### config.mk
export PLATFORM = sky130hd
export DESIGN_NAME = escape_sequence_decoder_flat
export DESIGN_NICKNAME = d
export VERILOG_FILES = /design/src/rtl/core/esd_pkg.sv /design/src/rtl/core/esd_if.sv /design/src/rtl/core/esd_decode.sv /design/src/rtl/core/esd_res_fifo.sv /design/src/rtl/core/escape_sequence_decoder.sv /design/src/flat_wrapper.sv
export SDC_FILE = /design/constraint.sdc
export NUM_CORES = 1
export LEC_CHECK = 0
export BUFFER_PORTS_ARGS = -buffer_cell sky130_fd_sc_hd__clkbuf_2
export CAP_MARGIN = 10
export CORE_MARGIN = 1.5
export CORE_UTILIZATION = 56
export DETAILED_ROUTE_END_ITERATION = 6
export PLACE_DENSITY = 0.77
export SYNTH_ARGS = -nofsm -noshare
export SYNTH_HDL_FRONTEND = slang
export SYNTH_SLANG_ARGS = --single-unit
export TNS_END_PERCENT = 10
### constraint.sdc
create_clock -name clk_i -period 3.2 [get_ports clk_i]
set_input_delay 0.32 -clock clk_i [delete_from_list [all_inputs] [get_ports clk_i]]
set_output_delay 0.32 -clock clk_i [all_outputs]
set_load 0.1 [all_outputs]
### src/rtl/core/esd_pkg.sv
// ----------------------------------------------------------------------------
// esd_pkg
// Types and character codes for the escape sequence decoder.
// ----------------------------------------------------------------------------
`default_nettype none

package esd_pkg;

  typedef enum logic [1:0] {
    MODE_TEXT = 2'd0,
    MODE_ESC  = 2'd1,
    MODE_HEX  = 2'd2,
    MODE_OCT  = 2'd3
  } mode_e;

  // Source characters
  localparam logic [7:0] CH_BSL   = 8'h5C;
  localparam logic [7:0] CH_NL    = 8'h0A;
  localparam logic [7:0] CH_A     = 8'h61;
  localparam logic [7:0] CH_B     = 8'h62;
  localparam logic [7:0] CH_C     = 8'h63;
  localparam logic [7:0] CH_F     = 8'h66;
  localparam logic [7:0] CH_N     = 8'h6E;
  localparam logic [7:0] CH_T     = 8'h74;
  localparam logic [7:0] CH_R     = 8'h72;
  localparam logic [7:0] CH_V     = 8'h76;
  localparam logic [7:0] CH_QM    = 8'h3F;
  localparam logic [7:0] CH_XL    = 8'h78;
  localparam logic [7:0] CH_XU    = 8'h58;
  localparam logic [7:0] CH_0     = 8'h30;
  localparam logic [7:0] CH_7     = 8'h37;
  localparam logic [7:0] CH_9     = 8'h39;
  localparam logic [7:0] CH_LA    = 8'h61;
  localparam logic [7:0] CH_LF    = 8'h66;
  localparam logic [7:0] CH_UA    = 8'h41;
  localparam logic [7:0] CH_UF    = 8'h46;

  // Decoded control codes
  localparam logic [7:0] CODE_BEL = 8'h07;
  localparam logic [7:0] CODE_BS  = 8'h08;
  localparam logic [7:0] CODE_FS  = 8'h1C;
  localparam logic [7:0] CODE_FF  = 8'h0C;
  localparam logic [7:0] CODE_LF  = 8'h0A;
  localparam logic [7:0] CODE_HT  = 8'h09;
  localparam logic [7:0] CODE_CR  = 8'h0D;
  localparam logic [7:0] CODE_VT  = 8'h0B;

  localparam logic [1:0] HEX_DIGITS = 2'd2;
  localparam logic [1:0] OCT_DIGITS = 2'd3;

  localparam int unsigned FIFO_DEPTH = 4;
  localparam int unsigned PTR_W      = $clog2(FIFO_DEPTH);
  localparam int unsigned CNT_W      = $clog2(FIFO_DEPTH + 1);

  typedef struct packed {
    logic [7:0] out_byte;
    logic       byte_valid;
    logic       last;
  } res_t;

  // Up to two results for one input word
  typedef struct packed {
    logic [1:0]     count;
    res_t [1:0]     res;
  } dec_out_t;

endpackage

`default_nettype wire

### src/rtl/core/esd_if.sv
// ----------------------------------------------------------------------------
// esd_in_if / esd_out_if
// Valid/ready channels for raw input words and decoded result words.
// ----------------------------------------------------------------------------
`default_nettype none

interface esd_in_if;
  logic       valid;
  logic       ready;
  logic [7:0] in_byte;
  logic       end_of_string;

  modport source (output valid, output in_byte, output end_of_string, input ready);
  modport sink   (input valid, input in_byte, input end_of_string, output ready);
endinterface

interface esd_out_if;
  logic       valid;
  logic       ready;
  logic [7:0] out_byte;
  logic       byte_valid;
  logic       last;

  modport source (output valid, output out_byte, output byte_valid, output last,
                  input ready);
  modport sink   (input valid, input out_byte, input byte_valid, input last,
                  output ready);
endinterface

`default_nettype wire

### src/rtl/core/esd_decode.sv
// ----------------------------------------------------------------------------
// esd_decode
// Escape decode state and single-pass next-state / result logic.
// ----------------------------------------------------------------------------
`default_nettype none

module esd_decode (
  input  wire logic              clk_i,
  input  wire logic              rst_ni,
  input  wire logic              commit_i,
  input  wire logic [7:0]        in_byte_i,
  input  wire logic              end_i,
  output esd_pkg::dec_out_t      dec_o
);
  import esd_pkg::*;

  mode_e      mode_q, mode_d;
  logic [7:0] acc_q, acc_d;
  logic [1:0] cnt_q, cnt_d;

  logic       is_dec, is_oct, is_lhex, is_uhex, is_hex;
  logic [3:0] nib;
  logic [7:0] hex_acc, oct_acc;
  logic [1:0] cnt_inc;
  logic [1:0] n;
  logic [7:0] rb [2];
  logic       rv [2];

  assign is_dec  = (in_byte_i >= CH_0) && (in_byte_i <= CH_9);
  assign is_oct  = (in_byte_i >= CH_0) && (in_byte_i <= CH_7);
  assign is_lhex = (in_byte_i >= CH_LA) && (in_byte_i <= CH_LF);
  assign is_uhex = (in_byte_i >= CH_UA) && (in_byte_i <= CH_UF);
  assign is_hex  = is_dec || is_lhex || is_uhex;
  // letters: low nibble 1..6 maps to 10..15
  assign nib     = is_dec ? in_byte_i[3:0] : (in_byte_i[3:0] + 4'd9);
  assign hex_acc = {acc_q[3:0], nib};
  assign oct_acc = {acc_q[4:0], in_byte_i[2:0]};
  assign cnt_inc = cnt_q + 2'd1;

  always_comb begin
    mode_d = mode_q;
    acc_d  = acc_q;
    cnt_d  = cnt_q;
    n      = 2'd0;
    rb[0]  = 8'h00;
    rb[1]  = 8'h00;
    rv[0]  = 1'b0;
    rv[1]  = 1'b0;

    case (mode_q)
      MODE_TEXT: begin
        if (in_byte_i == CH_BSL) begin
          mode_d = MODE_ESC;
        end else begin
          rb[0] = in_byte_i; rv[0] = 1'b1; n = 2'd1;
        end
      end
      MODE_ESC: begin
        mode_d = MODE_TEXT;
        n      = 2'd1;
        rv[0]  = 1'b1;
        case (in_byte_i)
          CH_A:  rb[0] = CODE_BEL;
          CH_B:  rb[0] = CODE_BS;
          CH_C:  rb[0] = CODE_FS;
          CH_F:  rb[0] = CODE_FF;
          CH_N:  rb[0] = CODE_LF;
          CH_T:  rb[0] = CODE_HT;
          CH_R:  rb[0] = CODE_CR;
          CH_V:  rb[0] = CODE_VT;
          CH_QM: rb[0] = CH_QM;
          CH_NL: begin
            n = 2'd0; rv[0] = 1'b0;
          end
          CH_XL, CH_XU: begin
            n = 2'd0; rv[0] = 1'b0;
            mode_d = MODE_HEX; acc_d = 8'h00; cnt_d = 2'd0;
          end
          default: begin
            if (is_oct) begin
              n = 2'd0; rv[0] = 1'b0;
              mode_d = MODE_OCT; acc_d = {5'd0, in_byte_i[2:0]}; cnt_d = 2'd1;
            end else begin
              rb[0] = in_byte_i;
            end
          end
        endcase
      end
      MODE_HEX, MODE_OCT: begin
        if ((mode_q == MODE_HEX) ? is_hex : is_oct) begin
          acc_d = (mode_q == MODE_HEX) ? hex_acc : oct_acc;
          cnt_d = cnt_inc;
          if (cnt_inc >= ((mode_q == MODE_HEX) ? HEX_DIGITS : OCT_DIGITS)) begin
            rb[0] = acc_d; rv[0] = 1'b1; n = 2'd1;
            mode_d = MODE_TEXT;
          end
        end else begin
          // run ended early: flush the value, then treat the byte as text
          rb[0] = acc_q; rv[0] = 1'b1; n = 2'd1;
          mode_d = MODE_TEXT;
          if (in_byte_i == CH_BSL) begin
            mode_d = MODE_ESC;
          end else begin
            rb[1] = in_byte_i; rv[1] = 1'b1; n = 2'd2;
          end
        end
      end
      default: mode_d = MODE_TEXT;
    endcase

    if (end_i) begin
      // pending run can only follow a byte that produced nothing
      if (mode_d == MODE_HEX || mode_d == MODE_OCT) begin
        rb[0] = acc_d; rv[0] = 1'b1; n = 2'd1;
      end
      if (n == 2'd0) begin
        n = 2'd1;
      end
      mode_d = MODE_TEXT;
      acc_d  = 8'h00;
      cnt_d  = 2'd0;
    end
  end

  always_comb begin
    dec_o.count              = n;
    dec_o.res[0].out_byte    = rb[0];
    dec_o.res[0].byte_valid  = rv[0];
    dec_o.res[0].last        = end_i && (n == 2'd1);
    dec_o.res[1].out_byte    = rb[1];
    dec_o.res[1].byte_valid  = rv[1];
    dec_o.res[1].last        = end_i && (n == 2'd2);
  end

  always_ff @(posedge clk_i or negedge rst_ni) begin
    if (!rst_ni) begin
      mode_q <= MODE_TEXT;
      acc_q  <= 8'h00;
      cnt_q  <= 2'd0;
    end else if (commit_i) begin
      mode_q <= mode_d;
      acc_q  <= acc_d;
      cnt_q  <= cnt_d;
    end
  end

endmodule

`default_nettype wire

### src/rtl/core/esd_res_fifo.sv
// ----------------------------------------------------------------------------
// esd_res_fifo
// Result queue: takes up to two words per cycle, hands out one.
// ----------------------------------------------------------------------------
`default_nettype none

module esd_res_fifo (
  input  wire logic                          clk_i,
  input  wire logic                          rst_ni,
  input  wire logic [1:0]                    push_n_i,
  input  wire esd_pkg::res_t [1:0]           push_data_i,
  output logic                               room2_o,
  output logic                               pop_valid_o,
  input  wire logic                          pop_ready_i,
  output esd_pkg::res_t                      pop_data_o
);
  import esd_pkg::*;

  res_t             mem_q [FIFO_DEPTH];
  logic [PTR_W-1:0] wr_ptr_q, wr_ptr_d, rd_ptr_q, rd_ptr_d;
  logic [CNT_W-1:0] cnt_q, cnt_d;
  logic             pop;
  logic [PTR_W-1:0] wr_ptr_1;

  assign pop         = pop_valid_o && pop_ready_i;
  assign pop_valid_o = (cnt_q != '0);
  assign pop_data_o  = mem_q[rd_ptr_q];
  assign room2_o     = (cnt_q <= CNT_W'(FIFO_DEPTH - 2));
  assign wr_ptr_1    = wr_ptr_q + PTR_W'(1);

  always_comb begin
    wr_ptr_d = wr_ptr_q + PTR_W'(push_n_i);
    rd_ptr_d = rd_ptr_q + PTR_W'(pop);
    cnt_d    = cnt_q + CNT_W'(push_n_i) - CNT_W'(pop);
  end

  always_ff @(posedge clk_i) begin
    if (push_n_i != 2'd0) begin
      mem_q[wr_ptr_q] <= push_data_i[0];
    end
    if (push_n_i == 2'd2) begin
      mem_q[wr_ptr_1] <= push_data_i[1];
    end
  end

  always_ff @(posedge clk_i or negedge rst_ni) begin
    if (!rst_ni) begin
      wr_ptr_q <= '0;
      rd_ptr_q <= '0;
      cnt_q    <= '0;
    end else begin
      wr_ptr_q <= wr_ptr_d;
      rd_ptr_q <= rd_ptr_d;
      cnt_q    <= cnt_d;
    end
  end

endmodule

`default_nettype wire

### src/rtl/core/escape_sequence_decoder.sv
// Path: an accepted word is held in the input register, then decoded into
//   the four-entry result queue, which offers its result words on out_o.
// Throughput: one input word per cycle while the queue has room for two
//   results; a word that yields two results leaves as two output words.
// Reset: rst_ni is asynchronous, active low; clears decode state, input
//   valid flag and queue. No clearing pass; ready right after reset.
// ----------------------------------------------------------------------------
// escape_sequence_decoder
// Streams an escaped string one byte per word and emits decoded bytes.
// ----------------------------------------------------------------------------
`default_nettype none

module escape_sequence_decoder (
  input  wire logic  clk_i,
  input  wire logic  rst_ni,
  esd_in_if.sink     in_i,
  esd_out_if.source  out_o
);
  import esd_pkg::*;

  // Input register: one raw word waiting for decode
  logic       in_vld_q;
  logic [7:0] in_byte_q;
  logic       in_end_q;

  logic       room2;
  logic       commit;
  logic [1:0] push_n;
  dec_out_t   dec;
  res_t       head;

  // Decode fires when a word is held and the queue can take its worst case
  // of two results. The input side is free whenever the held word leaves.
  assign commit   = in_vld_q && room2;
  assign in_i.ready = !in_vld_q || commit;

  always_ff @(posedge clk_i or negedge rst_ni) begin
    if (!rst_ni) begin
      in_vld_q <= 1'b0;
    end else if (in_i.ready) begin
      in_vld_q <= in_i.valid;
    end
  end

  // Payload needs no reset
  always_ff @(posedge clk_i) begin
    if (in_i.ready && in_i.valid) begin
      in_byte_q <= in_i.in_byte;
      in_end_q  <= in_i.end_of_string;
    end
  end

  // Escape state machine and result formation in a single pass
  esd_decode u_decode (
    .clk_i     (clk_i),
    .rst_ni    (rst_ni),
    .commit_i  (commit),
    .in_byte_i (in_byte_q),
    .end_i     (in_end_q),
    .dec_o     (dec)
  );

  assign push_n = commit ? dec.count : 2'd0;

  // Result queue doubles as the output register stage
  esd_res_fifo u_fifo (
    .clk_i       (clk_i),
    .rst_ni      (rst_ni),
    .push_n_i    (push_n),
    .push_data_i (dec.res),
    .room2_o     (room2),
    .pop_valid_o (out_o.valid),
    .pop_ready_i (out_o.ready),
    .pop_data_o  (head)
  );

  assign out_o.out_byte   = head.out_byte;
  assign out_o.byte_valid = head.byte_valid;
  assign out_o.last       = head.last;

endmodule

`default_nettype wire

### src/flat_wrapper.sv
// flat-port wrapper written by rule: the top's interface ports become plain ports
module escape_sequence_decoder_flat import esd_pkg::*;
  (clk_i, rst_ni, in_i_valid, in_i_in_byte, in_i_end_of_string, in_i_ready, out_o_valid, out_o_out_byte, out_o_byte_valid, out_o_last, out_o_ready);
  esd_in_if in_i_i ();
  esd_out_if out_o_i ();
  input  wire logic clk_i;
  input  wire logic rst_ni;
  input wire logic [$bits(in_i_i.valid)-1:0] in_i_valid;
  input wire logic [$bits(in_i_i.in_byte)-1:0] in_i_in_byte;
  input wire logic [$bits(in_i_i.end_of_string)-1:0] in_i_end_of_string;
  output wire logic [$bits(in_i_i.ready)-1:0] in_i_ready;
  output wire logic [$bits(out_o_i.valid)-1:0] out_o_valid;
  output wire logic [$bits(out_o_i.out_byte)-1:0] out_o_out_byte;
  output wire logic [$bits(out_o_i.byte_valid)-1:0] out_o_byte_valid;
  output wire logic [$bits(out_o_i.last)-1:0] out_o_last;
  input wire logic [$bits(out_o_i.ready)-1:0] out_o_ready;
  assign in_i_i.valid = in_i_valid;
  assign in_i_i.in_byte = in_i_in_byte;
  assign in_i_i.end_of_string = in_i_end_of_string;
  assign in_i_ready = in_i_i.ready;
  assign out_o_valid = out_o_i.valid;
  assign out_o_out_byte = out_o_i.out_byte;
  assign out_o_byte_valid = out_o_i.byte_valid;
  assign out_o_last = out_o_i.last;
  assign out_o_i.ready = out_o_ready;
  escape_sequence_decoder u_core (.clk_i(clk_i), .rst_ni(rst_ni), .in_i(in_i_i), .out_o(out_o_i));
endmodule
==> reports/results.ini, run 1 <==
[setup_path]
crit_type=flip-flop to flip-flop
critPathRequiredTime_ns=3.45
critPathLaunchType=flip-flop
worstSetupEndpointType=flip-flop
cp.arrival_ns=3.35
worst-path-max-fanout=10

[timing]
final.period_utilization_pct=96.8
tns_ns=0
slew_headroom_pct=39.3
max_slew.worst_pin.slew_ns=0.909
setup_viol=0
slew_violations=0
worst_slack_ns=0.101
timing.final.crit_period_ns=3.10
fmax_ghz=0.323
skew_ns=0.00936
hold_viol=0

[die]
die_h_um=93.0
core_mm2=0.00777
die-width_um=93.0
boundaryPins=25
rows=32
initial_core_util_pct=58.4
die_area_mm2=0.00865

[final_layout]
area_delta_synth_final_pct=15.2
antenna_cells=0
layout.nets=505
drive_above_1_share_pct=27.5
seq_area_mm2=0.00197
multiInputGateArea_mm2=0.00236
nFillCells=581
final_util_pct=67.3

[logic_synthesis]
seq_area_frac_synth_pct=43.5
synthMuxAreaShare_pct=8.27
synth_compound_area_share_pct=20.6
yosysUniqueCellTypes=79
synth_top_family_by_area=compound AO/OA/AOI/OAI gates
yosysTopAreaCell=edfxtp_1
syn_inst=434
postSynthRegisterBits=69
synth_xor_xnor_area_share_pct=1.54
synth_fa_ha_area_share_pct=2.65
synth-edff-count=49
syn-cell-area_mm2=0.00454
post_synth_and_or_nand_nor_area_fraction_pct=17.0
synth_area_leaders=edfxtp_1 (32%), dfrtp_1 (11%), mux4_2 (5.0%), a21oi_1 (4.2%), mux2i_1 (3.3%)
synth_flop_cell=edfxtp_1
syn-num-nets=456
yosysWarnings=0
syn_area_per_cell_um2=10.5
synthArstFlopShare_pct=29.0
synth_top_area_share_pct=32.4

[hold_path]
hold_path_class=input port to flip-flop

[clock_tree]
tritoncts=yes
insertion_delay_ns=0.35
numCtsBuffers=9
clock_path_buffers=2
cts_root_buf=clkbuf_8
cts.sinks=69
clk_pin_slew_ns=0.08
cts.htree.levels=3

[route]
vias=3843
ant_nets=0
drtIter0Drc=383
via_per_inst=6.51
drc=0
wl_per_cell_um=20.7
wl_um=12200
drtPass1Iterations=5

[placement]
gp_congestion=0.961
hpwl_um=8990
numPortBuffers=24
preCtsSetupSlack_ns=0.0407

[global_route]
grt_pass1_vias=3799
grt_usage_pct=30.4
gr-total-overflow=0
grt_pass1_wl_um=19800
antenna_found_initial=0
grt_max_degree=24

[power_and_ir_drop]
total_power_mw=4.23
ir_drop_uv=329
power_density_mw_per_mm2=810
p_leak_nw=1.86

[run]
drv_cap=0

[run_status]
outcome=completed

critical path: stages (launching register included):
cell and delay [ns]:
edfxtp_1 0.43, buf_4 0.21, o211a_1 0.24, or3_4 0.41, a32o_2 0.31, o21ai_4 0.19
a31oi_4 0.12, nand2b_4 0.11, xnor2_1 0.08, ha_1 0.21, fa_1 0.41, xnor2_2 0.16
xnor2_1 0.12
registers in the layout (all words and copies together), names as in the netlist:
signal / flops
u_core.in_byte_q: 8
u_core.in_end_q: 1
u_core.in_vld_q: 1
u_core.u_decode.acc_q: 8
u_core.u_decode.cnt_q: 2
u_core.u_decode.mode_q: 2
u_core.u_fifo.cnt_q: 3
u_core.u_fifo.mem_q: 40
u_core.u_fifo.rd_ptr_q: 2
u_core.u_fifo.wr_ptr_q: 2
repair_timing:
action                                 in CTS  in global routing
endpoints found under the hold margin      20                  0
buffers inserted                            0                  0
hold buffers                                1                  0
resized for setup                           0                  6
setup endpoints to repair                   0                 29
report_power, final:
group / internal [mW] / switching (mW) / total (mW) / leakage, nW
sequential: 1.20 / 0.203 / 1.40 / 0.702
clock: 0.452 / 0.382 / 0.835 / 0.113
combinational: 0.584 / 1.41 / 2.00 / 1.05
metal layers:
layer | vias up | global-route usage [%] | share of wire (%)
li1 | 1762 | - | -
met2 | 226 | 51.0 | 48
met3 | 47 | 5.85 | 8.3
met1 | 1808 | 38.5 | 39
met4 | 0 | 12.6 | 4.1
met5 | - | 0 | 0
cell type report:
| type | instances | share of cell area, % |
|---|---|---|
| Multi-Input combinational cell | 317 | 45.1 |
| Sequential cell | 69 | 37.7 |
| Timing Repair Buffer | 70 | 9.03 |
| Tap cell | 102 | 2.44 |
| Clock buffer | 9 | 2.37 |
| Clock inverter | 7 | 2.01 |
| Inverter | 16 | 1.29 |
metrics by stage:
step           hold slack (ns)  cells  instance area [um2]
6_report                 0.139    590                 5230
4_1_cts                  0.135    590                 5190
3_3_place_gp             0.306    573                 4960
5_1_grt                  0.132    590                 5230
3_5_place_dp             0.322    573                 4960
2_1_floorplan           0.0244    434                 4590
cell usage in the layout, fill, tap and decap left out, types with 9 or more instances in the layout:
| cell | instances |
|---|---|
| o21ai_0 | 16 |
| nand3_1 | 20 |
| clkbuf_2 | 24 |
| nor3_1 | 14 |
| buf_4 | 44 |
| a21oi_1 | 38 |
| o21ai_1 | 13 |
| mux2i_1 | 15 |
| edfxtp_1 | 49 |
| o31ai_1 | 9 |
| inv_1 | 13 |
| clkbuf_8 | 9 |
| mux4_2 | 10 |
| nand2_1 | 29 |
| dfrtp_1 | 20 |
| nor2_1 | 27 |
cells by family after synthesis:
kind of cell             count (synthesis)
AND/OR/NAND/NOR                        142
AO/OA/AOI/OAI                          133
flip-flops                              69
buffers and inverters                   48
multiplexers                            25
adder cells (fa/ha/maj)                  9
XOR/XNOR                                 8
cells in the mapped netlist (4+ instances only):
cell and count:
edfxtp_1 49, a21oi_1 38, nand2_1 29, nor2_1 28, dfrtp_1 20, nand3_1 20, o21ai_0 16, clkbuf_1 15
mux2i_1 15, nor3_1 15, inv_1 14, o21ai_1 13, mux4_2 10, o31ai_1 9, ha_1 8, nand2b_1 7
nor4_1 7, o311ai_0 6, and2_1 5, buf_6 5, or2_2 5, xnor2_1 5, a31oi_1 4, buf_2 4
clkbuf_8 4
final timing paths:
check | slack, ns | cells past startpoint | from | to
max reg2reg | 0.10 | 12 | u_core.in_byte_q[0] | u_core.u_fifo.cnt_q[2]
min in group asynchronous | 0.47 | 2 | rst_ni | u_core.u_decode.mode_q[1]
max in group asynchronous | 2.37 | 2 | rst_ni | u_core.u_fifo.wr_ptr_q[0]
max | 0.10 | 12 | u_core.in_byte_q[0] | u_core.u_fifo.cnt_q[2]
min reg2reg | 0.51 | 1 | u_core.u_fifo.cnt_q[2] | u_core.u_fifo.cnt_q[2]
min | 0.14 | 1 | in_i_in_byte[4] | u_core.in_byte_q[4]
(Power assumes the default switching activity.)
==> run 2, diff against run 1 <==
--- a/config.mk
+++ b/config.mk
@@ -11,6 +11,7 @@
 export CORE_UTILIZATION = 56
 export DETAILED_ROUTE_END_ITERATION = 6
 export PLACE_DENSITY = 0.77
+export SETUP_SLACK_MARGIN = 0.3
 export SYNTH_ARGS = -nofsm -noshare
 export SYNTH_HDL_FRONTEND = slang
 export SYNTH_SLANG_ARGS = --single-unit
==> run 2 against run 1 <==
Against the previous run: worst setup slack gained 0.064 ns; register-to-register slack gained 0.06 ns; global-route usage down 1.2 points; fmax increased by 2.1%; worst hold slack improved by 0.0041 ns; die area unchanged; combinational power rose by 5%; first-iteration DRC count down 7.6%; sequential share of layout area decreased by 1.0 points; clock-buffer cell count unchanged; critical path depth is the same; final area increased by 2.8%; critical endpoint unchanged; largest power group unchanged.
==> reports/results.ini, run 2 (same netlist as run 1, synthesis figures left out) <==
[power_and_ir_drop]
power_density_mw_per_mm2=783  ; -3.3%
p_leak_nw=1.92  ; +3.2%
total_power_mw=4.21  ; -0.56%
ir_drop_uv=364  ; +11%

[route]
wl_met1_um=5000  ; +4.0%
via_per_inst=6.47  ; -0.62%
drtPass1Iterations=5  ; unchanged
wl_met3_um=842  ; -17%
wl_um=12100  ; -0.85%
ant_nets=0  ; unchanged
vias=3897  ; +1.4%
drtIter0Drc=354  ; -7.6%
wl_met2_um=5900  ; +0.17%
wl_per_cell_um=20.1  ; -2.8%
maxUsedRoutingLayer=met4
drc=0  ; unchanged

[final_layout]
antenna_cells=0  ; unchanged
area_delta_synth_final_pct=18.4
top_regs=u_core.u_fifo.mem_q x40, u_core.in_byte_q x8, u_core.u_decode.acc_q x8
layout.nets=517  ; +2.4%
final_common_cell=buf_4
largest_reg_flops=40  ; unchanged
drive_above_1_share_pct=32.0  ; +4.5 points
nFillCells=561  ; -3.4%
regMostFlops=u_core.u_fifo.mem_q
mostFrequentLayoutCells=buf_4 (54), edfxtp_1 (49), a21oi_1 (37)

[clock_tree]
cts_root_buf=clkbuf_8
tritoncts=yes
clk_pin_slew_ns=0.08  ; about the same
cts.sinks=69  ; unchanged
insertion_delay_ns=0.34  ; about the same
numCtsBuffers=9  ; unchanged
cts.htree.levels=3  ; unchanged
clock_path_buffers=2  ; unchanged

[hold_path]
hold_path_class=input port to flip-flop

[global_route]
grt_max_degree=24  ; unchanged
gr-total-overflow=0  ; unchanged
grt_pass1_vias=3770  ; -0.76%
grt_usage_pct=29.2  ; -1.2 points
grt_pass1_wl_um=19300  ; -3.0%
antenna_found_initial=0  ; unchanged

[setup_path]
worst-path-max-fanout=4  ; -6
critPathRequiredTime_ns=3.44  ; about the same
critPathLaunchType=flip-flop
crit_type=flip-flop to flip-flop
worstSetupEndpointType=flip-flop
cp.arrival_ns=3.27  ; -0.08 ns

[run]
drv_cap=0  ; unchanged

[timing]
max_slew.worst_pin.slew_ns=0.836  ; -0.0732 ns
timing.final.crit_period_ns=3.03  ; -0.0643 ns
hold_viol=0  ; unchanged
rsz0062_at_grt=true
final.period_utilization_pct=94.8  ; -2.0 points
tns_ns=0  ; unchanged
fmax_ghz=0.330  ; +2.1%
setup_viol=0  ; unchanged
slew_violations=0  ; unchanged
skew_ns=0.0107  ; +0.00129 ns
slew_headroom_pct=43.6  ; +4.3 points

[placement]
hpwl_um=8700  ; -3.2%
numPortBuffers=24  ; unchanged
gp_congestion=0.968  ; +0.76%

[die]
die_h_um=93.0  ; unchanged
boundaryPins=25  ; unchanged
rows=32  ; unchanged
die-width_um=93.0  ; unchanged
die_area_mm2=0.00865  ; unchanged
core_mm2=0.00777  ; unchanged
initial_core_util_pct=58.4  ; unchanged

[run_status]
outcome=completed

[run 2: critical path, cell delays in order, from the launching register on]
cell	delay (ns)
edfxtp_1	0.53
buf_6	0.18
o211a_1	0.21
or3_4	0.40
a32o_2	0.31
o21ai_4	0.18
a31oi_4	0.12
nand2b_4	0.12
xnor2_2	0.06
ha_2	0.19
fa_2	0.35
xnor2_2	0.14
xnor2_1	0.12
[run 2: final cells by class]
class | count | area [um2] | area share [%]
Multi-Input combinational cell | 317 | 2430 | 45.3
Sequential cell | 69 | 1970 | 36.7
Timing Repair Buffer | 82 | 569 | 10.6
Tap cell | 102 | 128 | 2.37
Clock buffer | 9 | 124 | 2.31
Clock inverter | 7 | 73.8 | 1.37
Inverter | 16 | 72.6 | 1.35
[run 2: timing repair]
action                                  4_1_cts  5_1_grt
gates resized for setup                       6       12
endpoints found under the setup margin       55       68
pin swaps                                     7       12
endpoints found under the hold margin        20        0
hold buffers                                  1        0
gates cloned                                  0        1
buffers inserted                              6        9
[run 2: worst paths after layout]
kind	slack (ns)	to	cells after the start	from
worst min-delay path	0.14	u_core.in_end_q	1	in_i_end_of_string
worst max-delay path	0.17	u_core.u_fifo.cnt_q[2]	12	u_core.in_byte_q[0]
worst min register to register	0.51	u_core.u_fifo.cnt_q[2]	1	u_core.u_fifo.cnt_q[2]
worst max register to register	0.17	u_core.u_fifo.cnt_q[2]	12	u_core.in_byte_q[0]
min in group asynchronous	0.48	u_core.u_decode.cnt_q[1]	2	rst_ni
max in group asynchronous	2.36	u_core.u_fifo.rd_ptr_q[1]	2	rst_ni
[run 2: routing by layer]
metal | up-vias | global-route usage, %
li1 | 1791 | -
met1 | 1858 | 38.0
met2 | 212 | 49.1
met3 | 36 | 4.80
met4 | 0 | 10.6
met5 | - | 0
[run 2: where the power goes]
part	internal (mW)	total, mW	switching [mW]	leakage [nW]
clock	0.362	0.717	0.355	0.0996
sequential	1.20	1.40	0.198	0.702
combinational	0.649	2.10	1.45	1.12
[run 2: through the flow]
step / setup WS (ns) / utilization, % / instances / area [um2] / hold WS [ns]
2_1_floorplan: 0.108 / - / 434 / 4640 / 0.0244
3_3_place_gp: 0.156 / 64.0 / 569 / 4970 / 0.316
3_5_place_dp: 0.0747 / 64.0 / 569 / 4970 / 0.325
4_1_cts: 0.181 / 67.6 / 592 / 5250 / 0.141
5_1_grt: 0.0671 / 69.2 / 602 / 5370 / 0.135
6_report: 0.165 / 69.2 / 602 / 5370 / 0.143
